<file path="src/rtl/core/fps_pkg.sv">
`default_nettype none
// ----------------------------------------------------------------------------
// fps_pkg: shared types and constants of the frame playback sequencer
// Request and mode codes, register indexes, beat field widths and the
// sequencer state type.
// ----------------------------------------------------------------------------
package fps_pkg;

	// beat field widths
	localparam int REQ_W       = 2;
	localparam int TICK_W      = 32;
	localparam int FRAME_OUT_W = 16;
	localparam int SKIP_OUT_W  = 16;
	localparam int SUM_W       = 32;
	localparam int WIN_CNT_W   = 16;

	// configuration port
	localparam int CFG_IDX_W  = 3;
	localparam int CFG_DATA_W = 32;

	localparam logic [CFG_IDX_W-1:0] CFG_FIRST_FRAME  = 3'd0;
	localparam logic [CFG_IDX_W-1:0] CFG_LAST_FRAME   = 3'd1;
	localparam logic [CFG_IDX_W-1:0] CFG_PLAY_MODE    = 3'd2;
	localparam logic [CFG_IDX_W-1:0] CFG_FRAME_PERIOD = 3'd3;
	localparam logic [CFG_IDX_W-1:0] CFG_STATS_ENABLE = 3'd4;
	localparam logic [CFG_IDX_W-1:0] CFG_STATS_WINDOW = 3'd5;

	localparam logic [CFG_DATA_W-1:0] PERIOD_RESET = 32'd1000000;
	localparam logic [SUM_W-1:0]      SUM_MAX      = 32'hFFFF_FFFF;
	localparam logic [SKIP_OUT_W-1:0] SKIP_OUT_MAX = 16'hFFFF;

	// request codes
	localparam logic [REQ_W-1:0] REQ_START = 2'd0;
	localparam logic [REQ_W-1:0] REQ_STOP  = 2'd1;
	localparam logic [REQ_W-1:0] REQ_EVENT = 2'd2;

	// play modes; the spare code plays forward
	localparam logic [1:0] MODE_FWD    = 2'd0;
	localparam logic [1:0] MODE_REV    = 2'd1;
	localparam logic [1:0] MODE_BOUNCE = 2'd2;

	typedef enum logic [2:0] {
		ST_IDLE,
		ST_PREP,
		ST_DIV,
		ST_SUB,
		ST_STEP
	} fps_state_t;

endpackage
`default_nettype wire

</file>
<file path="src/rtl/core/fps_req_if.sv">
`default_nettype none
// ----------------------------------------------------------------------------
// fps_req_if: request channel
// Valid/ready channel carrying one request beat: type and timestamp.
// ----------------------------------------------------------------------------
interface fps_req_if;
	import fps_pkg::*;

	logic              valid;
	logic              ready;
	logic [REQ_W-1:0]  req_type;
	logic [TICK_W-1:0] now_ticks;

	modport source (output valid, output req_type, output now_ticks, input ready);
	modport sink   (input valid, input req_type, input now_ticks, output ready);

endinterface
`default_nettype wire

</file>
<file path="src/rtl/core/fps_res_if.sv">
`default_nettype none
// ----------------------------------------------------------------------------
// fps_res_if: result channel
// Valid/ready channel carrying one result beat per request.
// ----------------------------------------------------------------------------
interface fps_res_if;
	import fps_pkg::*;

	logic                   valid;
	logic                   ready;
	logic [FRAME_OUT_W-1:0] frame_number;
	logic                   running;
	logic [SKIP_OUT_W-1:0]  frames_skipped;
	logic                   stats_valid;
	logic [SUM_W-1:0]       window_ticks;

	modport source (output valid, output frame_number, output running,
		output frames_skipped, output stats_valid, output window_ticks, input ready);
	modport sink   (input valid, input frame_number, input running,
		input frames_skipped, input stats_valid, input window_ticks, output ready);

endinterface
`default_nettype wire

</file>
<file path="src/rtl/core/frame_playback_sequencer.sv">
`default_nettype none
// ----------------------------------------------------------------------------
// frame_playback_sequencer: timestamped animation frame sequencer
// Start, stop and frame-event requests step a frame counter over a range,
// with late-event frame skipping and optional interval statistics.
// ----------------------------------------------------------------------------
// Usage:
//   req  - request beats (req_type, now_ticks); one request in flight at a time,
//          ready is high only while the sequencer is idle.
//   res  - exactly one result beat per request, held in an output register.
//   cfg  - register writes (cfg_we, cfg_index, cfg_data);
//          write only while no request is in flight.
// Path: start, stop and events that skip no extra frames pass through the
//   prepare and step states. A frame event more than one period late runs
//   the skip count through the divider, one quotient bit a cycle, and then
//   a subtract state before its step.
// Flow: a new request is taken only once the last one is back in idle.
// Stall: a waiting result beat does not block acceptance; the next request
//   is worked through and parks in its final step until the output register
//   is free.
// Reset: all control and playback state cleared, registers take their reset
//   values (period 1000000 ticks, statistics window 1), sequencer stopped.
// ----------------------------------------------------------------------------
module frame_playback_sequencer #(
	parameter int TIME_WIDTH  = 32,
	parameter int FRAME_WIDTH = 16
) (
	input  wire logic                            clk,
	input  wire logic                            arst_n,
	input  wire logic                            cfg_we,
	input  wire logic [fps_pkg::CFG_IDX_W-1:0]   cfg_index,
	input  wire logic [fps_pkg::CFG_DATA_W-1:0]  cfg_data,
	fps_req_if.sink                              req,
	fps_res_if.source                            res
);
	import fps_pkg::*;

	localparam int TW  = TIME_WIDTH;
	localparam int FW  = FRAME_WIDTH;
	localparam int SKW = (TW + 1 > FW) ? TW + 1 : FW;
	localparam int SW  = ((TW > SUM_W) ? TW : SUM_W) + 1;
	localparam int VW  = FW + 2;
	localparam int OW  = (FW > SKIP_OUT_W) ? FW : SKIP_OUT_W;

	// configuration registers
	logic [FW-1:0]         first_frame_q;
	logic [FW-1:0]         last_frame_q;
	logic [1:0]            play_mode_q;
	logic [CFG_DATA_W-1:0] frame_period_q;
	logic                  stats_enable_q;
	logic [WIN_CNT_W-1:0]  stats_window_q;

	// playback state
	logic [FW-1:0]         cur_q;
	logic                  down_q;
	logic                  active_q;
	logic [TW-1:0]         last_ev_q;
	logic [TW-1:0]         due_q;
	logic [SUM_W-1:0]      sum_q;
	logic [WIN_CNT_W-1:0]  samples_q;

	// request in flight
	fps_state_t            state_q, state_d;
	logic [REQ_W-1:0]      req_q;
	logic [TW-1:0]         now_q;
	logic [TW-1:0]         err_q;
	logic [TW-1:0]         elapsed_q;
	logic [TW-1:0]         due_acc_q;
	logic                  div_q;

	// result register
	logic                   res_valid_q;
	logic [FRAME_OUT_W-1:0] res_frame_q;
	logic                   res_running_q;
	logic [SKIP_OUT_W-1:0]  res_skipped_q;
	logic                   res_stats_q;
	logic [SUM_W-1:0]       res_window_q;

	logic [TW-1:0] period_c;
	logic [TW-1:0] err_c;
	logic [TW-1:0] elapsed_c;
	logic          div_need_c;
	logic          div_start;
	logic          div_done;
	logic [TW-1:0] div_quo;
	logic [TW-1:0] div_rem;
	logic          step_fire;

	assign period_c = TW'(frame_period_q);

	// configuration writes
	always_ff @(posedge clk or negedge arst_n) begin
		if (!arst_n) begin
			first_frame_q  <= '0;
			last_frame_q   <= '0;
			play_mode_q    <= MODE_FWD;
			frame_period_q <= PERIOD_RESET;
			stats_enable_q <= 1'b0;
			stats_window_q <= WIN_CNT_W'(1);
		end else if (cfg_we) begin
			case (cfg_index)
				CFG_FIRST_FRAME:  first_frame_q  <= FW'(cfg_data[FRAME_OUT_W-1:0]);
				CFG_LAST_FRAME:   last_frame_q   <= FW'(cfg_data[FRAME_OUT_W-1:0]);
				CFG_PLAY_MODE:    play_mode_q    <= cfg_data[1:0];
				CFG_FRAME_PERIOD: frame_period_q <= cfg_data;
				CFG_STATS_ENABLE: stats_enable_q <= cfg_data[0];
				CFG_STATS_WINDOW: stats_window_q <= cfg_data[WIN_CNT_W-1:0];
				default: ;
			endcase
		end
	end

	// lateness and interval, set up in the prepare step
	always_comb begin
		err_c      = now_q - due_q;
		elapsed_c  = now_q - last_ev_q;
		div_need_c = (req_q == REQ_EVENT) && active_q && !err_c[TW-1] &&
			(period_c != '0) && (err_c > period_c);
	end

	fps_div #(
		.W (TW)
	) u_div (
		.clk       (clk),
		.arst_n    (arst_n),
		.start     (div_start),
		.dividend  (err_c),
		.divisor   (period_c),
		.done      (div_done),
		.quotient  (div_quo),
		.remainder (div_rem)
	);

	// sequencer
	assign step_fire = (state_q == ST_STEP) && (!res_valid_q || res.ready);
	assign req.ready = (state_q == ST_IDLE);

	always_ff @(posedge clk or negedge arst_n) begin
		if (!arst_n) begin
			state_q <= ST_IDLE;
		end else begin
			state_q <= state_d;
		end
	end

	always_comb begin
		state_d   = state_q;
		div_start = 1'b0;
		case (state_q)
			ST_IDLE: begin
				if (req.valid) begin
					state_d = ST_PREP;
				end
			end
			ST_PREP: begin
				if (div_need_c) begin
					div_start = 1'b1;
					state_d   = ST_DIV;
				end else begin
					state_d = ST_STEP;
				end
			end
			ST_DIV: begin
				if (div_done) begin
					state_d = ST_SUB;
				end
			end
			ST_SUB: begin
				state_d = ST_STEP;
			end
			ST_STEP: begin
				if (step_fire) begin
					state_d = ST_IDLE;
				end
			end
			default: begin
				state_d = ST_IDLE;
			end
		endcase
	end

	// request beat and intermediate values
	always_ff @(posedge clk) begin
		if (req.valid && req.ready) begin
			req_q <= req.req_type;
			now_q <= TW'(req.now_ticks);
		end
		if (state_q == ST_PREP) begin
			err_q     <= err_c;
			elapsed_q <= elapsed_c;
			due_acc_q <= ((req_q == REQ_START) ? now_q : due_q) + period_c;
		end
		// lateness minus remainder is period times the extra skip
		if (state_q == ST_SUB) begin
			err_q <= err_q - div_rem;
		end
	end

	always_ff @(posedge clk or negedge arst_n) begin
		if (!arst_n) begin
			div_q <= 1'b0;
		end else if (state_q == ST_PREP) begin
			div_q <= div_need_c;
		end
	end

	// skip count and frame step
	logic [SKW-1:0]        skip_c;
	logic [FW-1:0]         sk_c;
	logic [SKIP_OUT_W-1:0] skip_out_c;
	logic signed [VW-1:0]  cur_s, sk_s, lo_s, hi_s, v_c, v_lim;
	logic                  bounce_down;

	always_comb begin
		skip_c     = div_q ? (SKW'(div_quo) + SKW'(1)) : SKW'(1);
		sk_c       = (skip_c > SKW'({FW{1'b1}})) ? {FW{1'b1}} : FW'(skip_c);
		skip_out_c = (OW'(sk_c) > OW'(SKIP_OUT_MAX)) ? SKIP_OUT_MAX : SKIP_OUT_W'(sk_c);
		cur_s      = signed'(VW'(cur_q));
		sk_s       = signed'(VW'(sk_c));
		lo_s       = signed'(VW'(first_frame_q));
		hi_s       = signed'(VW'(last_frame_q));
		v_c        = down_q ? (cur_s - sk_s) : (cur_s + sk_s);
		v_lim       = v_c;
		bounce_down = down_q;
		case (play_mode_q)
			MODE_REV: begin
				if (v_lim < lo_s) begin
					v_lim = hi_s;
				end
			end
			MODE_BOUNCE: begin
				// top clamp first, then bottom; both may flip
				if (v_lim >= hi_s) begin
					v_lim       = hi_s;
					bounce_down = !bounce_down;
				end
				if (v_lim <= lo_s) begin
					v_lim       = lo_s;
					bounce_down = !bounce_down;
				end
			end
			default: begin
				if (v_lim > hi_s) begin
					v_lim = lo_s;
				end
			end
		endcase
	end

	// statistics accumulate
	logic [SW-1:0]    sum_wide_c;
	logic [SUM_W-1:0] sum_sat_c;
	logic             win_done_c;

	always_comb begin
		sum_wide_c = SW'(elapsed_q) + SW'(sum_q);
		sum_sat_c  = (sum_wide_c > SW'(SUM_MAX)) ? SUM_MAX : sum_wide_c[SUM_W-1:0];
		win_done_c = samples_q <= WIN_CNT_W'(1);
	end

	// next playback state and result fields
	logic [FW-1:0]         cur_n;
	logic                  down_n;
	logic                  active_n;
	logic [TW-1:0]         last_ev_n;
	logic [TW-1:0]         due_n;
	logic [SUM_W-1:0]      sum_n;
	logic [WIN_CNT_W-1:0]  samples_n;
	logic [SKIP_OUT_W-1:0] skipped_n;
	logic                  stats_n;
	logic [SUM_W-1:0]      window_n;

	always_comb begin
		cur_n     = cur_q;
		down_n    = down_q;
		active_n  = active_q;
		last_ev_n = last_ev_q;
		due_n     = due_q;
		sum_n     = sum_q;
		samples_n = samples_q;
		skipped_n = '0;
		stats_n   = 1'b0;
		window_n  = '0;
		case (req_q)
			REQ_START: begin
				down_n    = (play_mode_q == MODE_REV);
				cur_n     = (play_mode_q == MODE_REV) ? last_frame_q : first_frame_q;
				active_n  = 1'b1;
				last_ev_n = now_q;
				due_n     = due_acc_q;
				if (stats_enable_q) begin
					sum_n     = '0;
					samples_n = stats_window_q;
				end
			end
			REQ_STOP: begin
				active_n = 1'b0;
			end
			REQ_EVENT: begin
				if (active_q) begin
					due_n     = due_acc_q + (div_q ? err_q : '0);
					cur_n     = v_lim[FW-1:0];
					down_n    = bounce_down;
					skipped_n = skip_out_c;
					last_ev_n = now_q;
					if (stats_enable_q) begin
						if (win_done_c) begin
							stats_n   = 1'b1;
							window_n  = sum_sat_c;
							sum_n     = '0;
							samples_n = stats_window_q;
						end else begin
							sum_n     = sum_sat_c;
							samples_n = samples_q - WIN_CNT_W'(1);
						end
					end
				end
			end
			default: ;
		endcase
	end

	// playback state update
	always_ff @(posedge clk or negedge arst_n) begin
		if (!arst_n) begin
			cur_q     <= '0;
			down_q    <= 1'b0;
			active_q  <= 1'b0;
			last_ev_q <= '0;
			due_q     <= '0;
			sum_q     <= '0;
			samples_q <= '0;
		end else if (step_fire) begin
			cur_q     <= cur_n;
			down_q    <= down_n;
			active_q  <= active_n;
			last_ev_q <= last_ev_n;
			due_q     <= due_n;
			sum_q     <= sum_n;
			samples_q <= samples_n;
		end
	end

	// result beat register
	always_ff @(posedge clk or negedge arst_n) begin
		if (!arst_n) begin
			res_valid_q <= 1'b0;
		end else if (step_fire) begin
			res_valid_q <= 1'b1;
		end else if (res.ready) begin
			res_valid_q <= 1'b0;
		end
	end

	always_ff @(posedge clk) begin
		if (step_fire) begin
			res_frame_q   <= FRAME_OUT_W'(cur_n);
			res_running_q <= active_n;
			res_skipped_q <= skipped_n;
			res_stats_q   <= stats_n;
			res_window_q  <= window_n;
		end
	end

	assign res.valid          = res_valid_q;
	assign res.frame_number   = res_frame_q;
	assign res.running        = res_running_q;
	assign res.frames_skipped = res_skipped_q;
	assign res.stats_valid    = res_stats_q;
	assign res.window_ticks   = res_window_q;

endmodule
`default_nettype wire

</file>
<file path="src/rtl/core/fps_div.sv">
`default_nettype none
// ----------------------------------------------------------------------------
// fps_div: iterative unsigned divider
// Restoring divide, one quotient bit per cycle. done pulses for one cycle
// once quotient and remainder are final; they then hold until next start.
// ----------------------------------------------------------------------------
module fps_div #(
	parameter int W = 32
) (
	input  wire logic         clk,
	input  wire logic         arst_n,
	input  wire logic         start,
	input  wire logic [W-1:0] dividend,
	input  wire logic [W-1:0] divisor,
	output logic              done,
	output logic [W-1:0]      quotient,
	output logic [W-1:0]      remainder
);
	localparam int CW = $clog2(W + 1);

	logic          busy_q;
	logic          done_q;
	logic [CW-1:0] cnt_q;
	logic [W-1:0]  rem_q;
	logic [W-1:0]  quo_q;

	logic [W:0]    shift_c;
	logic [W:0]    diff_c;
	logic          ge_c;
	logic [W-1:0]  rem_next_c;

	// one trial subtraction per cycle
	always_comb begin
		shift_c    = {rem_q, quo_q[W-1]};
		diff_c     = shift_c - {1'b0, divisor};
		ge_c       = shift_c >= {1'b0, divisor};
		rem_next_c = ge_c ? diff_c[W-1:0] : shift_c[W-1:0];
	end

	// control
	always_ff @(posedge clk or negedge arst_n) begin
		if (!arst_n) begin
			busy_q <= 1'b0;
			done_q <= 1'b0;
			cnt_q  <= '0;
		end else begin
			done_q <= busy_q && (cnt_q == CW'(1));
			if (start) begin
				busy_q <= 1'b1;
				cnt_q  <= CW'(W);
			end else if (busy_q) begin
				cnt_q <= cnt_q - CW'(1);
				if (cnt_q == CW'(1)) begin
					busy_q <= 1'b0;
				end
			end
		end
	end

	// datapath
	always_ff @(posedge clk) begin
		if (start) begin
			rem_q <= '0;
			quo_q <= dividend;
		end else if (busy_q) begin
			rem_q <= rem_next_c;
			quo_q <= {quo_q[W-2:0], ge_c};
		end
	end

	assign done      = done_q;
	assign quotient  = quo_q;
	assign remainder = rem_q;

endmodule
`default_nettype wire
</file>
<file path="src/flat_wrapper.sv">
// flat-port wrapper written by rule: the top's interface ports become plain ports
module frame_playback_sequencer_flat import fps_pkg::*;
#(
	parameter int TIME_WIDTH  = 32,
	parameter int FRAME_WIDTH = 16
)
  (clk, arst_n, cfg_we, cfg_index, cfg_data, req_valid, req_req_type, req_now_ticks, req_ready, res_valid, res_frame_number, res_running, res_frames_skipped, res_stats_valid, res_window_ticks, res_ready);
  fps_req_if req_i ();
  fps_res_if res_i ();
  input  wire logic clk;
  input  wire logic arst_n;
  input  wire logic cfg_we;
  input  wire logic [fps_pkg::CFG_IDX_W-1:0] cfg_index;
  input  wire logic [fps_pkg::CFG_DATA_W-1:0] cfg_data;
  input wire logic [$bits(req_i.valid)-1:0] req_valid;
  input wire logic [$bits(req_i.req_type)-1:0] req_req_type;
  input wire logic [$bits(req_i.now_ticks)-1:0] req_now_ticks;
  output wire logic [$bits(req_i.ready)-1:0] req_ready;
  output wire logic [$bits(res_i.valid)-1:0] res_valid;
  output wire logic [$bits(res_i.frame_number)-1:0] res_frame_number;
  output wire logic [$bits(res_i.running)-1:0] res_running;
  output wire logic [$bits(res_i.frames_skipped)-1:0] res_frames_skipped;
  output wire logic [$bits(res_i.stats_valid)-1:0] res_stats_valid;
  output wire logic [$bits(res_i.window_ticks)-1:0] res_window_ticks;
  input wire logic [$bits(res_i.ready)-1:0] res_ready;
  assign req_i.valid = req_valid;
  assign req_i.req_type = req_req_type;
  assign req_i.now_ticks = req_now_ticks;
  assign req_ready = req_i.ready;
  assign res_valid = res_i.valid;
  assign res_frame_number = res_i.frame_number;
  assign res_running = res_i.running;
  assign res_frames_skipped = res_i.frames_skipped;
  assign res_stats_valid = res_i.stats_valid;
  assign res_window_ticks = res_i.window_ticks;
  assign res_i.ready = res_ready;
  frame_playback_sequencer #(.TIME_WIDTH(TIME_WIDTH), .FRAME_WIDTH(FRAME_WIDTH)) u_core (.clk(clk), .arst_n(arst_n), .cfg_we(cfg_we), .cfg_index(cfg_index), .cfg_data(cfg_data), .req(req_i), .res(res_i));
endmodule
</file>
<file path="config.mk">
export PLATFORM = sky130hd
export DESIGN_NAME = frame_playback_sequencer_flat
export DESIGN_NICKNAME = d
export VERILOG_FILES = /design/src/rtl/core/fps_pkg.sv /design/src/rtl/core/fps_req_if.sv /design/src/rtl/core/fps_res_if.sv /design/src/rtl/core/frame_playback_sequencer.sv /design/src/rtl/core/fps_div.sv /design/src/flat_wrapper.sv
export SDC_FILE = /design/constraint.sdc
export NUM_CORES = 2
export LEC_CHECK = 0
export CELL_PAD_IN_SITES_DETAIL_PLACEMENT = 0
export CELL_PAD_IN_SITES_GLOBAL_PLACEMENT = 1
export CORE_MARGIN = 1
export CORE_UTILIZATION = 50
export CTS_CLUSTER_DIAMETER = 60
export CTS_CLUSTER_SIZE = 8
export DETAILED_ROUTE_END_ITERATION = 8
export DONT_BUFFER_PORTS = 1
export PLACE_DENSITY_LB_ADDON = 0.1
export SLEW_MARGIN = 15
export SYNTH_ARGS = -nofsm -noshare
export SYNTH_HDL_FRONTEND = slang
export SYNTH_SLANG_ARGS = --single-unit
</file>
<file path="constraint.sdc">
create_clock -name clk -period 12.4 [get_ports clk]
set_clock_uncertainty 0.15 [all_clocks]
set_input_delay 1.24 -clock clk [delete_from_list [all_inputs] [get_ports clk]]
set_output_delay 1.24 -clock clk [all_outputs]
set_load 0.02 [all_outputs]
</file>
# Word-level counts from Yosys, hierarchy flattened
# Index checks and enable logic that the tools add are counted.
# word_totals
ff_bits,486
elab_cells,164
# classes
n_addsub,12
magnitude_cmp,10
n_eq_ne,21
mux,57
n_reduce_logical,33
# op_table
operator,n
32-bit 2-to-1 mux,14
32-bit case mux with 2 select lines,3
16-bit 2-to-1 mux,11
32-bit subtractor,4
16-bit case mux with 2 select lines,3
32-bit adder,2
18-bit 2-to-1 mux,3
"32-bit by 1-bit adder with 33-bit output, second input constant",1
32-bit by 32-bit adder with 33-bit output,1
33-bit by 32-bit greater-or-equal comparator with 1-bit output,1
"33-bit by 16-bit > comparator with 1-bit output, second input constant",1
"33-bit by 32-bit > comparator with 1-bit output, second input constant",1
33-bit 2-to-1 mux,1
32-bit > comparator,1
32-bit nonzero test,1
18-bit by 17-bit greater-or-equal comparator with 1-bit output,1
18-bit by 17-bit > comparator with 1-bit output,1
18-bit by 17-bit less-or-equal comparator with 1-bit output,1
18-bit by 17-bit less-than comparator with 1-bit output,1
16-bit by 16-bit adder with 17-bit output,1
16-bit by 16-bit subtractor with 17-bit output,1
"16-bit > comparator, second input constant",1
"16-bit by 1-bit less-or-equal comparator with 1-bit output, second input constant",1
"16-bit by 1-bit subtractor with 16-bit output, second input constant",1
24 further kinds,76

# Depth between registers and ports, before layout
# depth
depth_word,14
ltp_mapped,43
mapped_depth_nobuf,39

# By module
# Synthesis repeated with hierarchy kept, for this count alone.
# unflattened
hier_cells,3992
area_unflattened_um2,36060.8
# modules_own_cells
module,n_inst,cells_each,area_per_inst_um2,seq_area_each_um2
frame_playback_sequencer,1,3435,30973.5,11350.9
fps_div,1,557,5087.4,1801.7

# Least setup slack after synthesis
# No wires, ideal clock.
# synth_path
kind,register -> register
start,reg u_core.u_div.quo_q[0] (netlist: u_core.u_div.quotient[0])
end,reg u_core.res_frame_q[11] (netlist: u_core.res.frame_number[11]) (data pin)
t_arrival_ps,8581
t_required_ps,11980
setup_slack_ps,3399
path_stages_with_launch,42
path_buffers,4
period_less_slack_ps,9001
path_cell_list,edfxtp_1 ha_1 and4_1 nand3_1 or3_1 nor2_1 nand3b_1 a21oi_1 a41oi_1 nor2_1 and3_1 buf_4 buf_6 nand3_1 ha_1 fa_1 a211oi_1 o21ai_1 [... 6 more ...] inv_1 a21oi_1 o41ai_4 o21ai_4 buf_2 mux2i_1 inv_1 ha_1 nand4_1 or3b_2 o221ai_1 a221oi_1 nor3_2 buf_4 nor2_1 a221o_1 a211oi_1 a21oi_1
# synth_via
elab_chain_cells,14
# synth_rtl
element,line_no,text
"start, declared",fps_div.sv:25,logic [W-1:0] quo_q;
"start signal, assigned",fps_div.sv:64,quo_q <= dividend;
"start signal, assigned",fps_div.sv:67,"quo_q <= {quo_q[W-2:0], ge_c};"
32-bit by 1-bit adder with 33-bit output (*),frame_playback_sequencer.sv:215,skip_c = div_q ? (SKW'(div_quo) + SKW'(1)) : SKW'(1);
33-bit 2-to-1 mux (*),frame_playback_sequencer.sv:215,
33-bit by 16-bit > comparator with 1-bit output,frame_playback_sequencer.sv:216,sk_c = (skip_c > SKW'({FW{1'b1}})) ? {FW{1'b1}} : FW'(skip_c);
16-bit 2-to-1 mux (*),frame_playback_sequencer.sv:216,
16-bit by 16-bit adder with 17-bit output / 16-bit by 16-bit subtractor with 17-bit output (equally long branches),frame_playback_sequencer.sv:222,v_c = down_q ? (cur_s - sk_s) : (cur_s + sk_s);
18-bit 2-to-1 mux (*),frame_playback_sequencer.sv:222,
18-bit by 17-bit greater-or-equal comparator with 1-bit output,frame_playback_sequencer.sv:233,if (v_lim >= hi_s) begin
18-bit 2-to-1 mux,frame_playback_sequencer.sv:233,
18-bit 2-to-1 mux,frame_playback_sequencer.sv:225,case (play_mode_q)
18-bit by 17-bit less-or-equal comparator with 1-bit output,frame_playback_sequencer.sv:237,if (v_lim <= lo_s) begin
16-bit 2-to-1 mux,frame_playback_sequencer.sv:237,
16-bit case mux with 2 select lines (*),frame_playback_sequencer.sv:225,
16-bit 2-to-1 mux (*),frame_playback_sequencer.sv:300,if (active_q) begin
16-bit case mux with 2 select lines (*),frame_playback_sequencer.sv:284,case (req_q)
net u_core.cur_n[11],frame_playback_sequencer.sv:262,logic [FW-1:0] cur_n;
"end signal, assigned",frame_playback_sequencer.sv:357,res_frame_q <= FRAME_OUT_W'(cur_n);
"end, declared",frame_playback_sequencer.sv:73,logic [FRAME_OUT_W-1:0] res_frame_q;
# Mark *: on every way through the listed nets, which the timed path passes. The rest lies on a longest branch. The select of a mux whose other input is x is not followed.
# A chain may end at the register's enable or synchronous reset.

# Worst setup path in the final report
# layout_path
start,reg u_core.u_div.quo_q[0] (netlist: u_core.u_div.quotient[0])
end,reg u_core.cur_q[3]
# layout_via
elab_chain_cells,14
# layout_rtl
element,line_no,text
32-bit by 1-bit adder with 33-bit output (*),frame_playback_sequencer.sv:215,
33-bit 2-to-1 mux (*),frame_playback_sequencer.sv:215,
33-bit by 16-bit > comparator with 1-bit output,frame_playback_sequencer.sv:216,
16-bit 2-to-1 mux (*),frame_playback_sequencer.sv:216,
16-bit by 16-bit adder with 17-bit output / 16-bit by 16-bit subtractor with 17-bit output (equally long branches),frame_playback_sequencer.sv:222,
18-bit 2-to-1 mux (*),frame_playback_sequencer.sv:222,
18-bit by 17-bit greater-or-equal comparator with 1-bit output,frame_playback_sequencer.sv:233,
18-bit 2-to-1 mux,frame_playback_sequencer.sv:233,
18-bit 2-to-1 mux,frame_playback_sequencer.sv:225,
18-bit by 17-bit less-or-equal comparator with 1-bit output,frame_playback_sequencer.sv:237,
16-bit 2-to-1 mux,frame_playback_sequencer.sv:237,
16-bit case mux with 2 select lines (*),frame_playback_sequencer.sv:225,
16-bit 2-to-1 mux (*),frame_playback_sequencer.sv:300,
16-bit case mux with 2 select lines (*),frame_playback_sequencer.sv:284,
net u_core.cur_n[3],frame_playback_sequencer.sv:262,
"end signal, assigned",frame_playback_sequencer.sv:334,cur_q <= cur_n;
"end, declared",frame_playback_sequencer.sv:54,logic [FW-1:0] cur_q;
# Marked as above.

==> metrics.cfg <==
[status]
status = completed

[sta]
rsz0062_at_grt = false
setup_viol = 0
timing.fmax_mhz = 90.9
period_share = 0.887
fin_tns_setup_ps = 0
hold_viol = 0
fin_crit_ps = 11000
finalMaxSlewViolations = 0
maxSlewHeadroom = 0.196
tightest_slew_ps = 1200

[clock_network]
path_clk_slew_ps = 50
clk_path_buf_depth = 3
worstSkewPairLatency_ps = 630
cts_max_level = 3
clock_sinks = 486
root_buffer = clkbuf_16
post_cts_buffers = 0
tritoncts = built
cts_hold_buf = 0
ctsResizeCount = 0
numCtsBuffers = 73

[logic_synthesis]
synth.most_common_cell = nand2_1
synth_edf_count = 228
syn_avg_cell_area_sq_um = 8.92
synth_cell_types = 106
synth_top_cell_by_area = edfxtp_1
synth_common_cells = nand2_1, nor2_1, o21ai_0
yosysTopAreaCellShare = 0.190
yosys-top-cells-area = edfxtp_1, dfrtp_1, ha_1
yosysWarnings = 0
synth_nets = 4472
synth_cells = 4050
ys_ff_latch = 486
synthFlopType = edfxtp_1
async_flop_share = 0.465
ys_seq_area_frac = 0.364
netlist_area_sq_um = 36100

[die]
num_rows = 98
die_area_sq_um = 73300
die_x_microns = 271
die_h_microns = 271
io_pins = 142
initial_core_util = 0.505
core_area_sq_um = 71500

[worst_setup_path]
reg2reg_depth = 39
r2r_start = u_core.u_div.quotient[0]
startpoint_type = flop
rr_endpoint = u_core.cur_q[3]
cp-endpoint = u_core.cur_q[3]
arrival_ps = 11410
cp_max_fo = 17
criticalPathCategory = reg2reg
cpMaxStageDelayCell = and3_1
crit_top_cell = ha_1
r2r_slack_ps = 1400
critical_path_required_ps = 12820
critPathCaptureType = flop
slowest_delay_ps = 570
crit_start = u_core.u_div.quotient[0]

[final_layout]
final_nets = 4444
final_core_util = 0.550
drive_above_1_share = 0.0725
syn2layout_area_growth_pct = 8.93
final_cell_area_sq_um = 39300

[grt]
antenna_found_initial = 14
grt_pass1_wl_microns = 174000
gr-total-overflow = 0
grt_usage = 0.309
grt_pass1_vias = 28800
grt_max_degree = 227

[place]
placed_area_sq_um = 37000
io_buffers = 0
gp_congestion = 0.949
dp_hpwl_microns = 86600

[drt]
vias = 30300
drt-initial-drc-count = 2422
drc_errors = 0
wl_microns = 114000
dr.pass1.iters = 5
final_antenna_net_count = 0
wl_per_cell_microns = 22.6
viasPerCell = 6.01

[worst_hold_path]
hold_path.class = in2async

[run]
max_cap_violations = 0

## stage by stage
| stage | hold slack (ps) | worst slack, ps | instances |
|---|---|---|---|
| floorplan | 299 | 3400 | 4050 |
| global placement | 310 | 1760 | 4897 |
| detailed placement | 323 | 1590 | 4897 |
| CTS | 128 | 1590 | 5032 |
| global route | 134 | 718 | 5036 |
| finish | 157 | 1400 | 5042 |
## registers in the layout (all words and copies together), names as in the netlist, 16 cells and up
signal / cells
u_core.due_acc_q: 32
u_core.due_q: 32
u_core.elapsed_q: 32
u_core.err_q: 32
u_core.frame_period_q: 32
u_core.last_ev_q: 32
u_core.now_q: 32
u_core.res.window_ticks: 32
u_core.sum_q: 32
u_core.u_div.quotient: 32
u_core.u_div.remainder: 32
u_core.cur_q: 16
u_core.first_frame_q: 16
u_core.last_frame_q: 16
u_core.res.frame_number: 16
u_core.res.frames_skipped: 16
u_core.samples_q: 16
u_core.stats_window_q: 16
## area by class of cell
| class | instances | area (sq um) |
|---|---|---|
| antenna | 10 | 25.0 |
| inverter | 255 | 958 |
| sequential | 486 | 13200 |
| clock buffer | 124 | 2060 |
| fill | 6607 | 32200 |
| multi-input combinational | 3162 | 21400 |
| clock inverter | 11 | 200 |
| tap | 950 | 1190 |
| timing repair buffer | 44 | 330 |
## logic make-up after synthesis
kind of cell    Yosys count  share of synthesized area
fa+ha+maj               348                      0.122
compound gates         1243                      0.219
mux                     134                     0.0409
simple gates           1235                      0.160
buf+inv                 402                     0.0441
flops                   486                      0.364
xor+xnor                202                     0.0490
## metal layers
| layer | vias to the layer above | share of wire | GRT usage |
|---|---|---|---|
| met3 | 172 | 0.065 | 0.0430 |
| met1 | 14500 | 0.46 | 0.433 |
| li1 | 14700 | - | - |
| met4 | 6 | 0.040 | 0.122 |
| met5 | - | 0.00033 | 0 |
| met2 | 917 | 0.44 | 0.480 |
## worst min path at each step
stage,cells past startpoint,endpoint,startpoint,slack [ps]
5_1_grt,0,u_core.sum_q[9],arst_n,130
4_1_cts,0,u_core.sum_q[8],arst_n,130
3_5_place_dp,2,u_core.due_q[19],u_core.due_q[19],320
6_report,0,u_core.sum_q[8],arst_n,160
2_1_floorplan,2,u_core.due_q[16],u_core.due_q[16],300
3_3_place_gp,2,u_core.due_q[19],u_core.due_q[19],310
## cell usage in the layout, fill, tap and decap left out, drive strengths merged, types with 14 or more instances in the layout
cell type | synthesis | layout
o21ai | 372 | 372
edfxtp | 228 | 228
a21oi | 326 | 326
inv | 251 | 250
dfxtp | 32 | 32
or2 | 14 | 14
clkbuf | 112 | 124
ha | 339 | 339
xor2 | 74 | 74
a31oi | 42 | 42
mux2 | 102 | 102
nor2 | 363 | 363
nand2 | 390 | 390
o21bai | 20 | 20
nand3 | 86 | 86
clkinv | 4 | 14
nor3 | 76 | 76
xnor2 | 128 | 128
and3 | 32 | 32
a21o | 104 | 104
mux2i | 32 | 32
nor2b | 35 | 35
o21a | 65 | 65
buf | 35 | 44
or3 | 16 | 16
dfrtp | 218 | 218
o211ai | 37 | 37
a211oi | 73 | 73
nor4 | 26 | 26
o31ai | 24 | 24
a221oi | 16 | 16
and2 | 54 | 54
nand4 | 53 | 53
nand2b | 46 | 46
a211o | 19 | 19
## critical path: cells and delay by family, from the launching register on
family / cells / cell delay [ps]
AND/OR/NAND/NOR: 14 / 3870
AO/OA/AOI/OAI: 15 / 3690
adder cells (fa/ha/maj): 5 / 1640
buffers and inverters: 3 / 580
multiplexers: 2 / 560
flip-flops: 1 / 410
Power is not shown: default switching activity piles up to over one toggle a cycle in this logic, so the estimate is an artifact.
